[src/rtl/core/rtbe_pkg.sv]
// Shared types and constants for the resampling three-band equalizer.
// Depends on nothing; imported by the top level.
package rtbe_pkg;

    localparam int MAX_FRAME_SAMPLES = 1152;
    localparam int IDX_W = $clog2(MAX_FRAME_SAMPLES + 1);

    // Resampler constants: incr = floor(rate * 512 / 375) equals rate * 65536 / 48000.
    // The product rate * RATE_RECIPROCAL shifted right by RATE_SHIFT gives it
    // exactly for every 16-bit rate.
    localparam int RATE_RECIPROCAL = 45812985;
    localparam int RATE_SHIFT = 25;
    localparam int MIN_RATE = 8000;
    localparam int MAX_RUN = 7;

    // Configuration register indexes.
    localparam logic [2:0] REG_LOW_COEF  = 3'd0;
    localparam logic [2:0] REG_HIGH_COEF = 3'd1;
    localparam logic [2:0] REG_LOW_GAIN  = 3'd2;
    localparam logic [2:0] REG_MID_GAIN  = 3'd3;
    localparam logic [2:0] REG_HIGH_GAIN = 3'd4;

    typedef struct packed {
        logic signed [31:0] left_sample;
        logic signed [31:0] right_sample;
        logic               is_stereo;
        logic [15:0]        source_rate;
        logic               first_in_frame;
    } in_t;

    typedef struct packed {
        logic signed [15:0] left_out;
        logic signed [15:0] right_out;
        logic               last_of_run;
    } out_t;

endpackage

[src/rtl/core/resampling_three_band_equalizer.sv]
// Top level of the resampling three-band equalizer: resampler sequencer,
// shared multiplier datapath and output register. Depends on rtbe_pkg.
//
// Usage: one Q28 sample, stereo or mono, enters per request on the input
// channel (accepted when valid is high and stall is low). Each request
// yields zero to seven 48 kHz results on the output channel; last_of_run
// marks the final one of a request. Register writes go through the cfg
// channel, which is always ready; the user must make them only while the
// block is idle, as the block itself does not enforce it.
// Sequencing: a request is set up at acceptance, where the position
// increment comes from a constant reciprocal multiply, and then checked.
// Each result is computed for both channels in stereo and one in mono by a
// single 34x17 multiplier that serves every pole update and band gain, each
// in a multiply state and an accumulate state. Input stall stays high until
// the request is fully done. A result sits in the output register; while
// the receiver stalls, the sequencer waits before loading the next result.
// Reset clears the filter state, delay line, resample position and frame
// index, and loads the register defaults.
module resampling_three_band_equalizer (
    input  logic           clk,
    input  logic           rst_n,
    input  logic           in_valid,
    output logic           in_stall,
    input  rtbe_pkg::in_t  in_data,
    output logic           out_valid,
    input  logic           out_stall,
    output rtbe_pkg::out_t out_data,
    input  logic           cfg_valid,
    output logic           cfg_ready,
    input  logic [2:0]     cfg_index,
    input  logic [15:0]    cfg_data
);
    import rtbe_pkg::*;

    localparam logic [2:0] S_IDLE  = 3'd0;
    localparam logic [2:0] S_CHECK = 3'd2;
    localparam logic [2:0] S_MUL   = 3'd3;
    localparam logic [2:0] S_ACC   = 3'd4;
    localparam logic [2:0] S_FIN   = 3'd5;
    localparam logic [2:0] S_EMIT  = 3'd6;

    localparam logic [3:0] STEP_LOW_BAND  = 4'd8;
    localparam logic [3:0] STEP_HIGH_BAND = 4'd9;
    localparam logic [3:0] STEP_MID_BAND  = 4'd10;

    logic [2:0]  state_reg;
    logic [15:0] low_coef_reg, high_coef_reg, low_gain_reg, mid_gain_reg, high_gain_reg;

    logic signed [31:0] pole_reg [16];
    logic signed [15:0] dl_reg [6];
    logic [31:0]        pos_reg;
    logic [IDX_W-1:0]   idx_reg;

    logic signed [15:0] samp_reg [2];
    logic               stereo_reg;
    logic [16:0]        incr_reg;
    logic [2:0]         count_reg;
    logic               ch_reg;
    logic [3:0]         step_reg;
    logic signed [50:0] prod_reg;
    logic signed [31:0] prev_reg;
    logic signed [32:0] lval_reg, hval_reg;
    logic signed [39:0] acc_reg;
    logic signed [15:0] lres_reg, rres_reg;
    logic               out_valid_reg;
    out_t               out_reg;

    // Clip a Q28 sample to 16 bits.
    function automatic logic signed [15:0] clip_q28(input logic signed [31:0] v);
        logic signed [31:0] sh;
        sh = v >>> 13;
        if (v >= 32'sh1000_0000)
            return 16'sd32767;
        else if (v <= -32'sh1000_0000)
            return -16'sd32767;
        else
            return sh[15:0];
    endfunction

    assign in_stall  = (state_reg != S_IDLE);
    assign cfg_ready = 1'b1;
    assign out_valid = out_valid_reg;
    assign out_data  = out_reg;

    // Datapath operand selection for the shared multiplier.
    logic [3:0]         rd_addr;
    logic signed [31:0] pole_rd;
    logic signed [31:0] d3;
    logic signed [31:0] x_in;
    logic signed [33:0] mul_a;
    logic signed [16:0] mul_b;
    logic signed [33:0] mid_val;

    always_comb
    begin
        rd_addr = {ch_reg, 3'd0};
        if (step_reg < STEP_LOW_BAND)
            rd_addr = {ch_reg, step_reg[2:0]};
        else if (step_reg == STEP_LOW_BAND)
            rd_addr = {ch_reg, 3'd3};
        else
            rd_addr = {ch_reg, 3'd7};
    end

    assign pole_rd = pole_reg[rd_addr];
    assign d3      = {dl_reg[ch_reg ? 3'd5 : 3'd2], 16'd0};
    assign x_in    = {samp_reg[ch_reg], 16'd0};
    assign mid_val = {{2{d3[31]}}, d3} - ({hval_reg[32], hval_reg} + {lval_reg[32], lval_reg});

    always_comb
    begin
        mul_a = '0;
        mul_b = '0;
        if (step_reg < STEP_LOW_BAND)
        begin
            if (step_reg[1:0] == 2'd0)
                mul_a = {{2{x_in[31]}}, x_in} - {{2{pole_rd[31]}}, pole_rd};
            else
                mul_a = {{2{prev_reg[31]}}, prev_reg} - {{2{pole_rd[31]}}, pole_rd};
            mul_b = {1'b0, step_reg[2] ? high_coef_reg : low_coef_reg};
        end
        else if (step_reg == STEP_LOW_BAND)
        begin
            mul_a = {{2{pole_rd[31]}}, pole_rd};
            mul_b = {1'b0, low_gain_reg};
        end
        else if (step_reg == STEP_HIGH_BAND)
        begin
            mul_a = {{2{d3[31]}}, d3} - {{2{pole_rd[31]}}, pole_rd};
            mul_b = {1'b0, high_gain_reg};
        end
        else
        begin
            mul_a = mid_val;
            mul_b = {1'b0, mid_gain_reg};
        end
    end

    // Pole update: p + floor(prod / 2^15), saturated to 32 bits.
    logic signed [51:0] pole_sum;
    logic signed [31:0] pole_sat;
    assign pole_sum = {{20{pole_rd[31]}}, pole_rd} + {prod_reg[50], (prod_reg >>> 15)};

    always_comb
    begin
        if (pole_sum > 52'sh0_0000_7FFF_FFFF)
            pole_sat = 32'sh7FFF_FFFF;
        else if (pole_sum < -52'sh0_0000_8000_0000)
            pole_sat = -32'sh8000_0000;
        else
            pole_sat = pole_sum[31:0];
    end

    // Final scaling: truncate toward zero by 2^16, then saturate to 16 bits.
    logic [39:0]        acc_mag;
    logic signed [39:0] acc_q;
    logic signed [15:0] res_sat;
    assign acc_mag = acc_reg[39] ? 40'(-acc_reg) : acc_reg;
    assign acc_q   = acc_reg[39] ? -$signed(acc_mag >> 16) : $signed(acc_mag >> 16);

    always_comb
    begin
        if (acc_q > 40'sd32767)
            res_sat = 16'sh7FFF;
        else if (acc_q < -40'sd32768)
            res_sat = -16'sh8000;
        else
            res_sat = acc_q[15:0];
    end

    // Resampler control values.
    logic [15:0] rate_clamped;
    logic [41:0] incr_prod;
    logic [31:0] next_pos;
    logic        run_more;
    logic        emit_load;
    assign rate_clamped = (in_data.source_rate < 16'(MIN_RATE)) ? 16'(MIN_RATE)
                                                               : in_data.source_rate;
    assign incr_prod    = {26'd0, rate_clamped} * 42'(RATE_RECIPROCAL);
    assign next_pos     = pos_reg + {15'd0, incr_reg};
    assign run_more     = (next_pos[31:16] <= 16'(idx_reg)) && (count_reg < 3'(MAX_RUN - 1));
    assign emit_load    = (state_reg == S_EMIT) && (!out_valid_reg || !out_stall);

    // Configuration registers.
    always_ff @(posedge clk or negedge rst_n)
    begin
        if (!rst_n)
        begin
            low_coef_reg  <= 16'd3773;
            high_coef_reg <= 16'd21066;
            low_gain_reg  <= 16'd4096;
            mid_gain_reg  <= 16'd4096;
            high_gain_reg <= 16'd4096;
        end
        else if (cfg_valid && cfg_ready)
        begin
            unique case (cfg_index)
                REG_LOW_COEF:  low_coef_reg  <= cfg_data;
                REG_HIGH_COEF: high_coef_reg <= cfg_data;
                REG_LOW_GAIN:  low_gain_reg  <= cfg_data;
                REG_MID_GAIN:  mid_gain_reg  <= cfg_data;
                REG_HIGH_GAIN: high_gain_reg <= cfg_data;
                default: ;
            endcase
        end
    end

    // Datapath working registers, no reset needed.
    always_ff @(posedge clk)
    begin
        if (state_reg == S_IDLE && in_valid)
        begin
            samp_reg[0] <= clip_q28(in_data.left_sample);
            samp_reg[1] <= clip_q28(in_data.right_sample);
            stereo_reg  <= in_data.is_stereo;
            incr_reg    <= incr_prod[RATE_SHIFT +: 17];
        end
        if (state_reg == S_MUL)
        begin
            prod_reg <= mul_a * mul_b;
            if (step_reg == STEP_LOW_BAND)
                lval_reg <= {pole_rd[31], pole_rd};
            if (step_reg == STEP_HIGH_BAND)
                hval_reg <= mul_a[32:0];
        end
        if (state_reg == S_ACC)
        begin
            if (step_reg < STEP_LOW_BAND)
                prev_reg <= pole_sat;
            else
                acc_reg <= acc_reg + 40'(prod_reg >>> 12);
        end
        if (state_reg == S_CHECK || (state_reg == S_FIN && !ch_reg))
            acc_reg <= '0;
        if (state_reg == S_FIN)
        begin
            if (!ch_reg)
            begin
                lres_reg <= res_sat;
                rres_reg <= res_sat;
            end
            else
                rres_reg <= res_sat;
        end
    end

    // Sequencer, filter state and output register.
    always_ff @(posedge clk or negedge rst_n)
    begin
        if (!rst_n)
        begin
            state_reg     <= S_IDLE;
            pos_reg       <= '0;
            idx_reg       <= '0;
            count_reg     <= '0;
            ch_reg        <= 1'b0;
            step_reg      <= '0;
            out_valid_reg <= 1'b0;
            out_reg       <= '0;
            for (int i = 0; i < 16; i++)
                pole_reg[i] <= '0;
            for (int i = 0; i < 6; i++)
                dl_reg[i] <= '0;
        end
        else
        begin
            // Output valid is set when a result loads and cleared when it is taken.
            if (emit_load)
                out_valid_reg <= 1'b1;
            else if (out_valid_reg && !out_stall)
                out_valid_reg <= 1'b0;

            unique case (state_reg)
                S_IDLE:
                begin
                    if (in_valid)
                    begin
                        if (in_data.first_in_frame)
                        begin
                            pos_reg <= '0;
                            idx_reg <= '0;
                        end
                        count_reg <= '0;
                        state_reg <= S_CHECK;
                    end
                end
                S_CHECK:
                begin
                    ch_reg   <= 1'b0;
                    step_reg <= '0;
                    if (idx_reg >= IDX_W'(MAX_FRAME_SAMPLES))
                    begin
                        idx_reg   <= IDX_W'(MAX_FRAME_SAMPLES);
                        state_reg <= S_IDLE;
                    end
                    else if (pos_reg[31:16] <= 16'(idx_reg) && count_reg < 3'(MAX_RUN))
                        state_reg <= S_MUL;
                    else
                    begin
                        idx_reg   <= idx_reg + 1'b1;
                        state_reg <= S_IDLE;
                    end
                end
                S_MUL:
                    state_reg <= S_ACC;
                S_ACC:
                begin
                    if (step_reg < STEP_LOW_BAND)
                        pole_reg[rd_addr] <= pole_sat;
                    if (step_reg == STEP_MID_BAND)
                        state_reg <= S_FIN;
                    else
                    begin
                        step_reg  <= step_reg + 4'd1;
                        state_reg <= S_MUL;
                    end
                end
                S_FIN:
                begin
                    // Shift this channel's delay line.
                    if (!ch_reg)
                    begin
                        dl_reg[2] <= dl_reg[1];
                        dl_reg[1] <= dl_reg[0];
                        dl_reg[0] <= samp_reg[0];
                    end
                    else
                    begin
                        dl_reg[5] <= dl_reg[4];
                        dl_reg[4] <= dl_reg[3];
                        dl_reg[3] <= samp_reg[1];
                    end
                    step_reg <= '0;
                    if (!ch_reg && stereo_reg)
                    begin
                        ch_reg    <= 1'b1;
                        state_reg <= S_MUL;
                    end
                    else
                        state_reg <= S_EMIT;
                end
                S_EMIT:
                begin
                    if (emit_load)
                    begin
                        out_reg.left_out    <= lres_reg;
                        out_reg.right_out   <= rres_reg;
                        out_reg.last_of_run <= !run_more;
                        pos_reg             <= next_pos;
                        count_reg           <= count_reg + 3'd1;
                        state_reg           <= S_CHECK;
                    end
                end
                default:
                    state_reg <= S_IDLE;
            endcase
        end
    end

`ifndef SYNTHESIS
    // The frame index saturates at the frame limit.
    assert property (@(posedge clk) disable iff (!rst_n)
        idx_reg <= IDX_W'(MAX_FRAME_SAMPLES))
        else $error("frame index beyond limit");

    // No request ever produces more than the maximum run of results.
    assert property (@(posedge clk) disable iff (!rst_n)
        count_reg <= 3'(MAX_RUN))
        else $error("result run too long");

    // A new result only appears after the emit step.
    assert property (@(posedge clk) disable iff (!rst_n)
        $rose(out_valid) |-> $past(state_reg == S_EMIT))
        else $error("result loaded outside emit");
`endif

endmodule
[config.mk]
export PLATFORM = sky130hd
export DESIGN_NAME = resampling_three_band_equalizer
export DESIGN_NICKNAME = d
export VERILOG_FILES = /design/src/rtl/core/rtbe_pkg.sv /design/src/rtl/core/resampling_three_band_equalizer.sv
export SDC_FILE = /design/constraint.sdc
export NUM_CORES = 2
export LEC_CHECK = 0
export ABC_AREA = 1
export ABC_CLOCK_PERIOD_IN_PS = 10800
export BUFFER_PORTS_ARGS = -buffer_cell sky130_fd_sc_hd__buf_2
export CORE_UTILIZATION = 65
export CTS_BUF_LIST = sky130_fd_sc_hd__clkbuf_4 sky130_fd_sc_hd__clkbuf_8
export CTS_CLUSTER_SIZE = 12
export DETAILED_ROUTE_END_ITERATION = 10
export GPL_TIMING_DRIVEN = 0
export PLACE_DENSITY_LB_ADDON = 0.05
export RECOVER_POWER = 50
export SLEW_MARGIN = 20
export SYNTH_ARGS = -nofsm -noshare
export SYNTH_HDL_FRONTEND = slang
export SYNTH_SLANG_ARGS = --single-unit
[constraint.sdc]
create_clock -name clk -period 10.8 [get_ports clk]
set_clock_uncertainty 0.05 [all_clocks]
set_input_delay 0 -clock clk [delete_from_list [all_inputs] [get_ports clk]]
set_output_delay 0 -clock clk [all_outputs]
set_load 0.1 [all_outputs]
Yosys cells after proc, flatten, opt, wreduce, memory -nomap -nowiden
Memories as Yosys holds them, arrays and structs flattened. A register that Yosys moved wholly into a read port is not among the register bits.
Cells that the tools add are included.

storage, ports and cells
  input bits = 106
  memories kept = 1
  bits in writable memories = 32
  register bits = 982
  logic and storage cells = 204

cells by class
  mux-type cells = 60
  multiply operators = 2
  eq/ne operators = 18
  add/sub/neg operators = 13
  bitwise logic cells = 4
  reduce and logical (&&, ||, !) cells = 44
  magnitude comparators = 18

memory list
  name      words  bits a word  read ports  clocked after Yosys merged registers in  wr ports  line                                   text
  samp_reg  2      16           3           2                                        2         resampling_three_band_equalizer.sv:54  logic signed [15:0] samp_reg [2];

operators by type and width
  cell                                                                               count
  512-bit bitwise mux                                                                1
  32-bit two-way mux                                                                 8
  16-bit two-way mux                                                                 15
  34-bit two-way mux                                                                 4
  32-bit binary-select mux with 4-bit select                                         1
  32-bit demux with 4-bit select                                                     1
  32-bit by 32-bit subtractor with 33-bit output                                     3
  40-bit two-way mux                                                                 2
  32-bit by 30-bit >= comparator with 1-bit output, second input constant            2
  32-bit by 29-bit <= comparator with 1-bit output, second input constant            2
  32-bit one-hot mux with 2 select lines                                             1
  34-bit by 17-bit multiplier with 51-bit output                                     1
  16-bit binary-select mux with 3-bit select                                         1
  11-bit two-way mux                                                                 4
  16-bit by 26-bit multiplier with 42-bit output, second input constant              1
  40-bit by 39-bit adder with 40-bit output                                          1
  40-bit by 16-bit greater-than comparator with 1-bit output, second input constant  1
  40-bit by 16-bit < comparator with 1-bit output, second input constant             1
  24-bit negator with 40-bit output                                                  1
  40-bit negator                                                                     1
  32-bit by 36-bit adder with 37-bit output                                          1
  37-bit by 32-bit greater-than comparator with 1-bit output, second input constant  1
  37-bit by 32-bit < comparator with 1-bit output, second input constant             1
  33-bit by 32-bit adder with 34-bit output                                          1
  43 further kinds                                                                   103

Logic depth before layout (Yosys ltp)
  word-level depth = 12
  gate-level depth with buffers = 54
  mapped depth without buffers = 52

Least setup slack after synthesis
No wires, ideal clock.

  kind = register to register
  from = register step_reg[0]
  to = register prod_reg[50] (data pin)
  clock period less this slack = 9.616 ns
  buffers on the path = 7
  setup time = 0.260 ns
  path slack = 1.184 ns
  stages on the path, launching flop included = 48
  arrival time = 9.306 ns
  cell sequence = dfrtp_1 > buf_2 > inv_2 > ha_1 > buf_2 > o21ai_2 > inv_2 > nand2_2 > buf_6 > buf_2 > buf_1 > nor2_1 > nor4_1 > inv_1 > ha_1 > a21oi_1 > o21a_1 > inv_1 > [12 not listed] > clkbuf_1 > xnor2_1 > ha_1 > inv_1 > fa_1 > inv_1 > fa_1 > inv_1 > fa_1 > inv_1 > ha_1 > inv_1 > nor3_1 > a21oi_1 > o21ai_0 > a31oi_1 > nand2_1 > xnor2_1

on the way
  word-level cells in the longest chain between the ends = 12
  elaborated cells on any way between the ends = 21
  those cells by class = add/sub: 3; mul: 1; order compare: 1; eq/ne: 2; mux: 12; bitwise: 1; reduce/logical: 1

ends and longest elaborated chain
  element                                                                     line                                    text
  from (decl)                                                                 resampling_three_band_equalizer.sv:59   logic [3:0] step_reg;
  from (signal assigned)                                                      resampling_three_band_equalizer.sv:314  step_reg <= step_reg + 4'd1;
  parallel branches: the longest is 2 deep, another holds 4-bit < comparator  -
  3-bit two-way mux *                                                         resampling_three_band_equalizer.sv:97   if (step_reg < STEP_LOW_BAND)
  4-bit NOT with 5-bit output (implied by the code) *                         resampling_three_band_equalizer.sv:105  assign pole_rd = pole_reg[rd_addr];
  32-bit binary-select mux with 4-bit select *                                resampling_three_band_equalizer.sv:105
  32-bit two-way mux (implied by the code) * (2 in a row)                     resampling_three_band_equalizer.sv:105
  named net pole_rd[21]                                                       resampling_three_band_equalizer.sv:87   logic signed [31:0] pole_rd;
  32-bit by 32-bit subtractor with 33-bit output                              resampling_three_band_equalizer.sv:129  mul_a = {{2{d3[31]}}, d3} - {{2{pole_rd[31]}}, pole_rd};
  34-bit two-way mux                                                          resampling_three_band_equalizer.sv:127  else if (step_reg == STEP_HIGH_BAND)
  34-bit two-way mux                                                          resampling_three_band_equalizer.sv:122  else if (step_reg == STEP_LOW_BAND)
  34-bit two-way mux *                                                        resampling_three_band_equalizer.sv:114  if (step_reg < STEP_LOW_BAND)
  34-bit by 17-bit multiplier with 51-bit output *                            resampling_three_band_equalizer.sv:220  prod_reg <= mul_a * mul_b;
  to (signal assigned)                                                        resampling_three_band_equalizer.sv:220
  to (decl)                                                                   resampling_three_band_equalizer.sv:60   logic signed [50:0] prod_reg;

Mark *: on every way through the listed nets, which the timed path passes. The select of a mux whose other input is x is not followed.
A chain may end at the register's enable or synchronous reset.

Worst setup path in the final report
  from = register step_reg[1]
  to = register prod_reg[48] (data pin)

on the way
  word-level cells in the longest chain between the ends = 12
  elaborated cells on any way between the ends = 21
  those cells by class = add/sub: 3; mul: 1; order compare: 1; eq/ne: 2; mux: 12; bitwise: 1; reduce/logical: 1

ends and longest elaborated chain
  element                                                                                                  line
  parallel branches: the longest is 11 deep, another holds 32-bit by 32-bit subtractor with 33-bit output  -
  34-bit by 17-bit multiplier with 51-bit output *                                                         resampling_three_band_equalizer.sv:220

Mark *: on every way between the ends. The select of a mux whose other input is x is not followed.

==> impl_metrics.json <==
{
  "hpwl_mm": 236,
  "yosys.area.top_type_share_pct": 22.6,
  "hold_viol_final": 0,
  "wl_mm": 321,
  "cpMostUsedCell": "nand2_1",
  "yosys-top-cells-area": "dfrtp_1, fa_1, nand2_1",
  "core_um2": 128000,
  "numClockSinks": 1034,
  "syn_area_um2": 84000,
  "wire_per_inst_um": 24.3,
  "post-route-period-util_pct": 102,
  "synth.most_common_cell": "nand2_1",
  "violations": "capacitance limit, slew limit, setup timing",
  "nFillCells": 9195,
  "path_buf_inv": 9,
  "final_cell_area_um2": 94800,
  "crit_arrival_ps": 11540,
  "synthTopCellsByCount": "nand2_1, inv_1, nor2_1, dfrtp_1, fa_1",
  "htree_num_levels": 4,
  "cp_top_family": "adder cells",
  "synth_cells": 10837,
  "ys_ff_latch": 1034,
  "cts_tree": "done",
  "die_h_um": 361,
  "path_class": "flop to flop",
  "dieArea_um2": 131000,
  "ff2ff_setup_slack_ps": -180,
  "die_w_um": 361,
  "maxSlewViolCount": 625,
  "dp_slack_ps": -2820,
  "area.growth.synth_to_final_pct": 12.9,
  "path_max_fanout": 10,
  "num_vias": 82216,
  "fp-row-count": 131,
  "grt_pass1_vias": 80522,
  "crit_required_ps": 11360,
  "critPathCaptureType": "flop",
  "yosys_most_used_dff": "dfrtp_1",
  "io_pins": 142,
  "drt_iter0_drc": 12417,
  "synth-edff-count": 218,
  "ys.warnings.count": 0,
  "clock_latency_ps": 960,
  "period_minus_slack_ps": 10980,
  "drcViolationCount": 0,
  "clkSlewWorstSetupHoldPaths_ps": 70,
  "cts_root_buf": "clkbuf_8",
  "cts_made_buffers": 171,
  "tightest_slew_ps": 5440,
  "synthArstFlopShare_pct": 75.0,
  "globalplace.congestion": 1.08,
  "synth_cell_types": 63,
  "grt_overflow_total": 0,
  "finalNetCount": 12666,
  "largest_reg_flops": 512,
  "avgSynthCellArea_um2": 7.75,
  "status": "finished, violations left",
  "initial_core_util_pct": 65.7,
  "max_stage_delay_ps": 580,
  "drtAntennaViolNets": 0,
  "fmax_mhz": 91.1,
  "min_path_type": "input port to flop",
  "cp_slowest_cell": "fa_1",
  "clk_path_buf_depth": 3,
  "grt_use_total_pct": 48.3,
  "dr.pass1.iters": 10,
  "relSlewSlack_pct": -263,
  "fin_ws_ps": -176,
  "setup_viol": 4,
  "antenna_found_initial": 12,
  "synth_top_area_cell": "dfrtp_1",
  "grt_max_degree": 103,
  "drive_gt1_share_pct": 8.82,
  "yosysSeqAreaShare_pct": 31.9,
  "max-cap-violations": 10,
  "dpl_cell_area_um2": 87400,
  "viasPerCell": 6.23,
  "final_util_pct": 74.1,
  "grt_pass1_wl_mm": 474,
  "io_buffers": 140,
  "synthesis.nets": 12119,
  "critPathLaunchType": "flop"
}
[worst reg2reg max path, delay by kind of cell, from the launching register on]
kind,cells,cell delay [ps]
adder cells (fa/ha/maj),8,4010
AND/OR/NAND/NOR,18,2330
AO/OA/AOI/OAI,9,2280
buffers and inverters,9,1390
flip-flops,1,450
XOR/XNOR,1,200
[through the flow]
stage / hold slack [ps] / TNS, ps / std cells
floorplan: -346 / 0 / 10837
global placement: 207 / -4678320 / 12639
detailed placement: 19.0 / -62400 / 12674
CTS: 7.86 / 0 / 13152
global route: 65.7 / -878 / 13189
finish: 79.9 / -384 / 13197
[per-layer routing]
layer | GRT usage [%] | wire [um]
met1 | 59.9 | 112000
met2 | 72.2 | 136000
met3 | 16.4 | 45600
met4 | 31.5 | 26400
met5 | 0.111 | 273
[layout by cell type (no fill, tap or decap), types with 27 or more instances in the layout]
cell type      synthesis  routed
nand2_4                2      28
o21ai_0              490     470
nand2_1             3554    3519
xnor2_1               58      56
clkbuf_8               0     201
clkbuf_4               0      75
fa_1                 674     665
nand3_1              309     298
edfxtp_1             218     218
ha_1                 502     476
buf_4                 11      89
o21a_1                27      27
o211ai_1              38      38
nor2_1               915     897
a31oi_1               83      57
buf_6                  6      33
nor3_1                64      61
buf_2                 84     160
inv_1               1537    1531
nand2_2               53      59
o22ai_1               31      31
xor2_1               131     130
a21oi_1              487     459
dfrtp_1              758     756
dfxtp_1               40      40
dlygate4sd3_1          0     137
clkbuf_1             257     281
nand4_1               70      70
a22oi_1               65      56
[kinds of logic after synthesis]
group | Yosys count | synth area share [%]
DFF | 1034 | 31.9
buffers and inverters | 1967 | 9.02
and+or+nand+nor | 5080 | 24.1
adders and majority gates | 1176 | 23.5
xor gates and xnor gates | 189 | 1.97
muxes | 16 | 0.215
AOI/OAI and AO/OA | 1374 | 9.26
other | 1 | 0.00447
[cell type report]
| type | count | area, um2 | share of cell area (%) |
|---|---|---|---|
| clock buffers | 259 | 3190 | 3.36 |
| multi-input cells | 7836 | 51100 | 54.0 |
| clock inverters | 55 | 646 | 0.681 |
| well taps | 1662 | 2080 | 2.19 |
| inverters | 1577 | 6000 | 6.33 |
| repair buffers | 381 | 2930 | 3.09 |
| plain buffers | 383 | 1990 | 2.10 |
| flip-flops and latches | 1034 | 26800 | 28.3 |
| diodes | 10 | 25.0 | 0.0264 |
[final timing paths]
check / start / endpoint / cells past startpoint
hold reg to reg: rres_reg[10] / out_data[11] / 2
setup reg to reg: step_reg[1] / prod_reg[48] / 45
hold / removal: in_valid / count_reg[2] / 5
max in group asynchronous: rst_n / low_coef_reg[5] / 8
min in group asynchronous: rst_n / pole_reg[242] / 4
setup / recovery: step_reg[1] / prod_reg[48] / 45
[what timing repair did]
action / in CTS / in global routing
pin swaps: 26 / 34
setup endpoints to repair: 38 / 27
setup buffers: 31 / 38
hold buffers: 138 / 0
gates resized for setup: 244 / 286
hold endpoints to repair: 604 / 0
Power is left out: the tool's default activity adds up to more than one toggle a clock period on the data nets, which glitch-free logic cannot reach.
